<file path="src/rtl/core/pru_pkg.sv">
`timescale 1ns / 1ps
`default_nettype none

package pru_pkg;

	localparam int PERM_N       = 8;
	localparam int ELEM_W       = 3;
	localparam int IDX_W        = 16;
	localparam int LEN_W        = 4;
	localparam int MAX_ELEMENTS = 8;

	typedef logic [ELEM_W-1:0]             elem_t;
	typedef logic [PERM_N-1:0][ELEM_W-1:0] perm_t;
	typedef logic [IDX_W-1:0]              idx_t;

	// word in flight through the rebuild steps
	typedef struct packed {
		logic  cmd;
		logic  inval;
		idx_t  index;
		perm_t q;
		perm_t d;
	} pkt_t;

	localparam logic CMD_RANK   = 1'b0;
	localparam logic CMD_UNRANK = 1'b1;

	function automatic int unsigned pru_fact(input int unsigned k);
		int unsigned f;
		f = 1;
		for (int unsigned i = 2; i <= k; i++) begin
			f = f * i;
		end
		return f;
	endfunction

endpackage

`default_nettype wire

</file>
<file path="src/rtl/core/pru_lane.sv">
`timescale 1ns / 1ps
`default_nettype none

// lane m: rank term cnt*m! and quotient floor(idx / m!)
module pru_lane import pru_pkg::*; #(
	parameter int LANE = 0
) (
	input  wire logic  clk,
	input  wire logic  ld2,
	input  wire logic  ld3,
	input  wire perm_t perm_s1,
	input  wire idx_t  idx_s1,
	input  wire idx_t  idx_s2,
	output idx_t       term_s3,
	output idx_t       quot_s3
);

	localparam int unsigned FACT  = pru_fact(LANE);
	localparam logic [16:0] DIV   = 17'(FACT);
	localparam logic [16:0] RECIP = 17'((1 << 16) / FACT);

	elem_t       own;
	logic [2:0]  cnt;
	logic [32:0] prod;
	logic [32:0] qd;
	logic [16:0] rem;
	idx_t        term_s2;
	idx_t        qe_s2;

	generate
		if (LANE < PERM_N) begin : g_own
			assign own = perm_s1[LANE];
		end else begin : g_none
			assign own = '0;
		end
	endgenerate

	always_comb begin
		cnt = '0;
		for (int j = 0; j < PERM_N; j++) begin
			if (j < LANE && own > perm_s1[j]) begin
				cnt = cnt + 3'd1;
			end
		end
	end

	assign prod = 33'(idx_s1) * 33'(RECIP);

	always_ff @(posedge clk) begin
		if (ld2) begin
			term_s2 <= IDX_W'(32'(cnt) * FACT);
			qe_s2   <= prod[31:16];
		end
	end

	// estimate is low by at most one
	assign qd  = 33'(qe_s2) * 33'(DIV);
	assign rem = {1'b0, idx_s2} - qd[16:0];

	always_ff @(posedge clk) begin
		if (ld3) begin
			term_s3 <= term_s2;
			quot_s3 <= (rem >= DIV) ? qe_s2 + 16'd1 : qe_s2;
		end
	end

endmodule

`default_nettype wire

</file>
<file path="src/rtl/core/pru_merge.sv">
`timescale 1ns / 1ps
`default_nettype none

// digits from adjacent quotients, rank sum over lane terms
module pru_merge import pru_pkg::*; (
	input  wire logic                    clk,
	input  wire logic                    ld4,
	input  wire logic                    ld5,
	input  wire logic                    cmd_s3,
	input  wire logic [LEN_W-1:0]        nlen,
	input  wire idx_t [PERM_N:0]         quot_s3,
	input  wire idx_t [PERM_N-1:0]       term_s3,
	output pkt_t                         pkt_s5
);

	perm_t           dig;
	idx_t            diff [PERM_N];
	logic            cmd_s4;
	logic            inval_s4;
	perm_t           d_s4;
	idx_t [3:0]      psum_s4;

	always_comb begin
		for (int m = 0; m < PERM_N; m++) begin
			diff[m] = quot_s3[m] - IDX_W'(32'(quot_s3[m+1]) * 32'(m + 1));
			dig[m]  = diff[m][ELEM_W-1:0];
		end
	end

	always_ff @(posedge clk) begin
		if (ld4) begin
			cmd_s4   <= cmd_s3;
			inval_s4 <= (quot_s3[nlen] != '0);
			d_s4     <= dig;
			for (int k = 0; k < 4; k++) begin
				psum_s4[k] <= term_s3[2*k] + term_s3[2*k+1];
			end
		end
	end

	always_ff @(posedge clk) begin
		if (ld5) begin
			pkt_s5.cmd   <= cmd_s4;
			pkt_s5.inval <= inval_s4;
			pkt_s5.index <= (psum_s4[0] + psum_s4[1]) + (psum_s4[2] + psum_s4[3]);
			pkt_s5.q     <= '0;
			pkt_s5.d     <= d_s4;
		end
	end

endmodule

`default_nettype wire

</file>
<file path="src/rtl/core/pru_step.sv">
`timescale 1ns / 1ps
`default_nettype none

// place digit M, bump earlier-placed elements not below it
module pru_step import pru_pkg::*; #(
	parameter int M = 1
) (
	input  wire logic             clk,
	input  wire logic             ld,
	input  wire logic [LEN_W-1:0] nlen,
	input  wire pkt_t             pkt_in,
	output pkt_t                  pkt_s1
);

	pkt_t nxt;

	always_comb begin
		nxt = pkt_in;
		if (LEN_W'(M) < nlen) begin
			for (int j = 0; j < M; j++) begin
				if (pkt_in.d[M] <= pkt_in.q[j]) begin
					nxt.q[j] = pkt_in.q[j] + 3'd1;
				end
			end
			nxt.q[M] = pkt_in.d[M];
		end
	end

	always_ff @(posedge clk) begin
		if (ld) begin
			pkt_s1 <= nxt;
		end
	end

endmodule

`default_nettype wire

</file>
<file path="src/rtl/core/permutation_rank_unrank.sv">
// Throughput: one word per cycle; the depth is set by the MAX_ELEMENTS - 1 rebuild steps.
// Each stage holds its word under back-pressure and takes a new one once it moves on.
// Reset (arst_n low): all stages empty, no output word, perm_length back to 8.
`timescale 1ns / 1ps
`default_nettype none

module permutation_rank_unrank import pru_pkg::*; #(
	parameter int MAX_ELEMENTS = pru_pkg::MAX_ELEMENTS
) (
	input  wire logic             clk,
	input  wire logic             arst_n,
	input  wire logic             cfg_we,
	input  wire logic [LEN_W-1:0] cfg_wdata,    // perm_length
	input  wire logic             s_tvalid,
	output logic                  s_tready,
	input  wire logic [39:0]      s_tdata,      // perm_in_0..perm_in_7, index_in
	input  wire logic             s_tuser,      // command
	output logic                  m_tvalid,
	input  wire logic             m_tready,
	output logic [39:0]           m_tdata,      // index_out, perm_out_0..perm_out_7
	output logic                  m_tuser       // index_invalid
);

	localparam int              NSTG = MAX_ELEMENTS + 5;
	localparam logic [LEN_W-1:0] NMAX = LEN_W'(MAX_ELEMENTS);

	logic [LEN_W-1:0]     perm_length_q;
	logic [LEN_W-1:0]     nlen;
	logic [NSTG:1]        vld_q;
	logic [NSTG:1]        rdy;
	logic [NSTG:1]        vin;

	perm_t                pin;
	perm_t                rr;
	logic [LEN_W-1:0]     pos [PERM_N];

	logic                 cmd_s1;
	perm_t                rr_s1;
	idx_t                 idx_s1;
	logic                 cmd_s2;
	idx_t                 idx_s2;
	logic                 cmd_s3;

	idx_t [PERM_N:0]      quot_s3;
	idx_t [PERM_N-1:0]    term_s3;
	pkt_t                 chain [MAX_ELEMENTS];
	pkt_t                 fin;

	perm_t                pout;
	logic [LEN_W-1:0]     opos [PERM_N];
	logic [39:0]          data_q;
	logic                 user_q;

	always_ff @(posedge clk or negedge arst_n) begin
		if (!arst_n) begin
			perm_length_q <= LEN_W'(8);
		end else if (cfg_we) begin
			perm_length_q <= cfg_wdata;
		end
	end

	always_comb begin
		if (perm_length_q < LEN_W'(2)) begin
			nlen = LEN_W'(2);
		end else if (perm_length_q > NMAX) begin
			nlen = NMAX;
		end else begin
			nlen = perm_length_q;
		end
	end

	// stage handshake
	assign vin = {vld_q[NSTG-1:1], s_tvalid};

	always_comb begin
		rdy[NSTG] = !vld_q[NSTG] || m_tready;
		for (int k = NSTG - 1; k >= 1; k--) begin
			rdy[k] = !vld_q[k] || rdy[k+1];
		end
	end

	always_ff @(posedge clk or negedge arst_n) begin
		if (!arst_n) begin
			vld_q <= '0;
		end else begin
			for (int k = 1; k <= NSTG; k++) begin
				if (rdy[k]) begin
					vld_q[k] <= vin[k];
				end
			end
		end
	end

	assign s_tready = rdy[1];
	assign m_tvalid = vld_q[NSTG];

	// stage 1: reorder so element m counts from the end
	assign pin = s_tdata[PERM_N*ELEM_W-1:0];

	always_comb begin
		for (int m = 0; m < PERM_N; m++) begin
			pos[m] = nlen - LEN_W'(m) - LEN_W'(1);
			rr[m]  = (LEN_W'(m) < nlen) ? pin[pos[m][ELEM_W-1:0]] : '0;
		end
	end

	always_ff @(posedge clk) begin
		if (rdy[1]) begin
			cmd_s1 <= s_tuser;
			rr_s1  <= rr;
			idx_s1 <= s_tdata[39:24];
		end
		if (rdy[2]) begin
			cmd_s2 <= cmd_s1;
			idx_s2 <= idx_s1;
		end
		if (rdy[3]) begin
			cmd_s3 <= cmd_s2;
		end
	end

	// stages 2-3: lanes
	generate
		for (genvar m = 0; m <= PERM_N; m++) begin : g_lane
			if (m <= MAX_ELEMENTS) begin : g_on
				idx_t term;
				pru_lane #(
					.LANE(m)
				) u_lane (
					.clk     (clk),
					.ld2     (rdy[2]),
					.ld3     (rdy[3]),
					.perm_s1 (rr_s1),
					.idx_s1  (idx_s1),
					.idx_s2  (idx_s2),
					.term_s3 (term),
					.quot_s3 (quot_s3[m])
				);
				if (m < PERM_N) begin : g_term
					assign term_s3[m] = term;
				end
			end else begin : g_off
				assign quot_s3[m] = '0;
				if (m < PERM_N) begin : g_term
					assign term_s3[m] = '0;
				end
			end
		end
	endgenerate

	// stages 4-5
	pru_merge u_merge (
		.clk     (clk),
		.ld4     (rdy[4]),
		.ld5     (rdy[5]),
		.cmd_s3  (cmd_s3),
		.nlen    (nlen),
		.quot_s3 (quot_s3),
		.term_s3 (term_s3),
		.pkt_s5  (chain[0])
	);

	// rebuild steps, stages 6 .. MAX_ELEMENTS + 4
	generate
		for (genvar s = 1; s < MAX_ELEMENTS; s++) begin : g_step
			pru_step #(
				.M(s)
			) u_step (
				.clk    (clk),
				.ld     (rdy[5+s]),
				.nlen   (nlen),
				.pkt_in (chain[s-1]),
				.pkt_s1 (chain[s])
			);
		end
	endgenerate

	assign fin = chain[MAX_ELEMENTS-1];

	// output stage
	always_comb begin
		for (int i = 0; i < PERM_N; i++) begin
			opos[i] = nlen - LEN_W'(i) - LEN_W'(1);
			pout[i] = (fin.cmd == CMD_UNRANK && LEN_W'(i) < nlen) ?
				fin.q[opos[i][ELEM_W-1:0]] : '0;
		end
	end

	always_ff @(posedge clk) begin
		if (rdy[NSTG]) begin
			data_q <= {pout, (fin.cmd == CMD_RANK) ? fin.index : '0};
			user_q <= (fin.cmd == CMD_UNRANK) && fin.inval;
		end
	end

	assign m_tdata = data_q;
	assign m_tuser = user_q;

endmodule

`default_nettype wire
</file>
<file path="config.mk">
export PLATFORM = sky130hd
export DESIGN_NAME = permutation_rank_unrank
export DESIGN_NICKNAME = d
export VERILOG_FILES = /design/src/rtl/core/pru_pkg.sv /design/src/rtl/core/pru_lane.sv /design/src/rtl/core/pru_merge.sv /design/src/rtl/core/pru_step.sv /design/src/rtl/core/permutation_rank_unrank.sv
export SDC_FILE = /design/constraint.sdc
export NUM_CORES = 2
export LEC_CHECK = 0
export ABC_CLOCK_PERIOD_IN_PS = 18000
export BUFFER_PORTS_ARGS = -buffer_cell sky130_fd_sc_hd__buf_2
export CORE_ASPECT_RATIO = 0.5
export CORE_MARGIN = 2
export CORE_UTILIZATION = 35
export CTS_BUF_LIST = sky130_fd_sc_hd__clkbuf_4
export CTS_CLUSTER_SIZE = 20
export DETAILED_ROUTE_END_ITERATION = 12
export MAX_ROUTING_LAYER = met4
export PLACE_DENSITY_LB_ADDON = 0.25
export SYNTH_ARGS = -nofsm -noshare
export SYNTH_HDL_FRONTEND = slang
export SYNTH_SLANG_ARGS = --single-unit
</file>
<file path="constraint.sdc">
create_clock -name clk -period 18 [get_ports clk]
set_input_delay 5.4 -clock clk [delete_from_list [all_inputs] [get_ports clk]]
set_output_delay 5.4 -clock clk [all_outputs]
set_load 0.01 [all_outputs]
</file>
==> metrics.md <==
| Metric | Value |
|---|---|
| Min Clock Period, post-route | 13960 ps |
| Nets | 5108 |
| EDFF count, synth | between 600 and 700 |
| Htree depth | 4 |
| Synthesized Nets | 4880 |
| DRT Pass-1 Iters | 13 |
| Max Root-Sink Buffers | 3 |
| Detailed-route wire length | 108200 um |
| Core area | 131800 um^2 |
| Finish-stage setup viols | 0 |
| Chip width | around 520 um |
| Port Buffer Count | 92 |
| Multi-input logic area | 23540 um^2 |
| HP Class | reg2reg |
| Failing checks | DRC |
| Fillers | 12640 |
| Part of the cycle the worst path needs | between 70% and 80% |
| Residual DRC count | 18 |
| FF+latch count, synth | 692 |
| Unrepaired setup endpoints after global routing | no |
| Post-CTS Resized | 0 |
| Antenna-violating nets left | 0 |
| Initial Util | 35.34% |
| Overall Global Routing Usage | 16.77% |
| Placer Congestion | 0.8652 |
| Post-CTS Hold Fix Bufs | 0 |
| Final hold vios | 0 |
| Worst min-delay path startpoint | g_step[4].u_step.pkt_s1[21] |
| Vias in the first global route | 30920 |
| Worst path arrival time | ~8600 ps |
| Clock Latency Late Sink | 1090 ps |
| Grt total ovfl | 0 |
| Post-route cell area | 51490 um^2 |
| Die Footprint | between 100000 and 150000 um^2 |
| CTS tree | done |
| Synth warn | 0 |
| Post-Route Setup TNS | 0 ps |
| Average routed wire per standard cell | 17.66 um |
| Post-DP HPWL | 82090 um |
| Initial antenna violation count | 5 |
| Slowest stage delay, CP | roughly 700 ps |
| TritonCTS Buffers | ~170 |
| Sink Count | 692 |
| Root Driver | clkbuf_4 |
| Area share of the leading cell type in the synthesized netlist | approximately 43% |
| Dominant synthesized flop cell | edfxtp_1 |
| Setup Fix Bufs, Post-CTS | 0 |
| Via count | approximately 30000 |
| Placed cell area | 49260 um^2 |
| CP startpoint | m_tready |
| WP data required | about 13000 ps |
| Slew Viols, Final | 0 |
| Area delta synth->final | 10.50% |
| CP Max Fanout | 44 |
| # rows | 94 |
| Cell Area, Synth | roughly 47000 um^2 |
| Nature of the critical path endpoint | output port |
| Area leader, netlist | edfxtp_1 |
| Number of distinct library cells after synthesis | 87 |
| Sequence of cells on the critical path | buf_2 > nor2b_1 > nand2_2 > nor2_1 > and2_1 > and3_1 > and3_1 > nand4_1 > buf_4 > buf_2 |
| Max Cap Violations | 0 |
| Asr flop ratio synth | 2.457% |
| Worst reg2reg startpoint | rr_s1[22] |
| CP max-delay cell | nand2_2 |
| Critical path type | in2out |
| First-pass GRT wire length | 171800 um |
| Seq/Total Area, Yosys | 44.41% |
| Setup Skew | 90.77 ps |
| FMAX | just over 0.07 GHz |
| Sequential cell area | 20700 um^2 |
| Worst-margin pin slew | between 1000 and 1500 ps |
| Largest cells by area after synthesis | edfxtp_1, ha_1, fa_1 |
| Startpoint Class | primary input |
| Largest net degree at the start of global routing | 70 |
| Headroom to the max-slew limit | between 10% and 20% |
| Synth Area per Inst | 11.67 um^2 |
| Avg Vias per Cell | around 4.9 |
| Post-Syn Instances | 3993 |
| Outcome | finished, violations left |
| Clock slew seen by the registers of the worst setup and hold paths | around 70 ps |
| Top Ports | 93 |
| Die H | 262.0 um |
| Fraction of layout instances using a drive strength above 1 | roughly 9.9% |
| Initial DRC Count | 1589 |
Yosys cell counts, types with 40 or more instances:
| cell type | n |
|---|---|
| a21o_1 | 78 |
| a21oi_1 | 138 |
| a31oi_1 | 52 |
| edfxtp_1 | 675 |
| fa_1 | 189 |
| ha_1 | 648 |
| inv_1 | 573 |
| mux2i_1 | 78 |
| nand2_1 | 245 |
| nand3_1 | 82 |
| nor2_1 | 165 |
| nor2b_1 | 73 |
| nor3_1 | 40 |
| o21ai_0 | 171 |
| xnor2_1 | 160 |
| xor2_1 | 103 |
cell usage in the layout, fill, tap and decap left out, types with 24 or more instances in the layout:
| master | n |
|---|---|
| a31oi_1 | 52 |
| nor4_1 | 24 |
| buf_2 | 92 |
| a21oi_1 | 137 |
| nor3_1 | 40 |
| xnor2_1 | 160 |
| buf_4 | 24 |
| ha_1 | 648 |
| o21ai_0 | 171 |
| nand3_1 | 80 |
| mux2i_1 | 78 |
| edfxtp_1 | 675 |
| o21a_1 | 39 |
| xor2_1 | 103 |
| nand2_1 | 241 |
| inv_1 | 570 |
| a21o_1 | 78 |
| fa_1 | 189 |
| and2_1 | 33 |
| nor2b_1 | 73 |
| clkbuf_4 | 242 |
| clkinv_1 | 29 |
| nor2_1 | 165 |
| nand2b_1 | 34 |
layer usage:
layer	share of wire (%)	global-route usage, %	wire length (um)	vias up
li1	-	-	-	14730
met1	47	21.43	50400	14440
met2	46	26.44	49540	575
met3	4.6	3.186	4936	202
met4	3.1	6.457	3370	0
met5	0	-	0	-
final timing paths:
path	cells after the start	end	slack [ps]
worst max register to register	28	g_lane[7].g_on.u_lane.term_s2[14]	11060
worst min-delay path	0	g_step[5].u_step.pkt_s1[21]	380
worst min register to register	0	g_step[5].u_step.pkt_s1[21]	380
max in group asynchronous	1	perm_length_q[3]	13330
worst max-delay path	10	s_tready	4040
min in group asynchronous	1	vld_q[13]	4300
state kept, by name, summed over array words and instances (netlist names), 24 cells and up:
name	count
g_lane.g_on.u_lane.qe_s2	63
g_lane.g_on.u_lane.quot_s3	69
g_lane.g_on.u_lane.term_s2	41
g_lane.g_on.u_lane.term_s3	41
g_step.u_step.pkt_s1	290
m_tdata	40
rr_s1	24
u_merge.pkt_s5	38
u_merge.psum_s4	27
logic make-up (layout without fill, tap and decap cells):
| family | count (synthesis) | count (layout) | share of synthesized area, % |
|---|---|---|---|
| adders and majority gates | 837 | 837 | 25.52 |
| and+or+nand+nor | 789 | 789 | 8.176 |
| DFF | 692 | 692 | 44.41 |
| AOI/OAI and AO/OA | 685 | 685 | 9.543 |
| buffers and inverters | 629 | 982 | 5.142 |
| xor gates and xnor gates | 264 | 264 | 4.992 |
| muxes | 96 | 96 | 2.207 |
| other | 1 | 10 | 0.008047 |
stage by stage:
stage	hold WS [ps]	cells	util, %	setup WS (ps)
detailed placement	404.5	5830	37.36	3993
CTS	368.8	6122	39.04	3977
global route	380.7	6130	39.05	3723
global placement	400.3	5830	37.36	3977
finish	380.5	6131	39.06	4038
floorplan	400.3	3993	-	3965
area by class of cell:
class / instances / area share (%)
antenna: 9 / 0.04374
clock buffer: 242 / 3.528
clock inverter: 50 / 0.7727
inverter: 574 / 4.184
multi-input combinational: 2672 / 45.72
sequential: 692 / 40.19
tap: 1776 / 4.315
timing repair buffer: 116 / 1.244
critical path, delay by kind of cell:
family	cells	cell delay (ps)
buf+inv	3	650
simple gates	7	2490
Power is left out: the tool's default activity adds up to more than one toggle a clock period on the data nets, which glitch-free logic cannot reach.
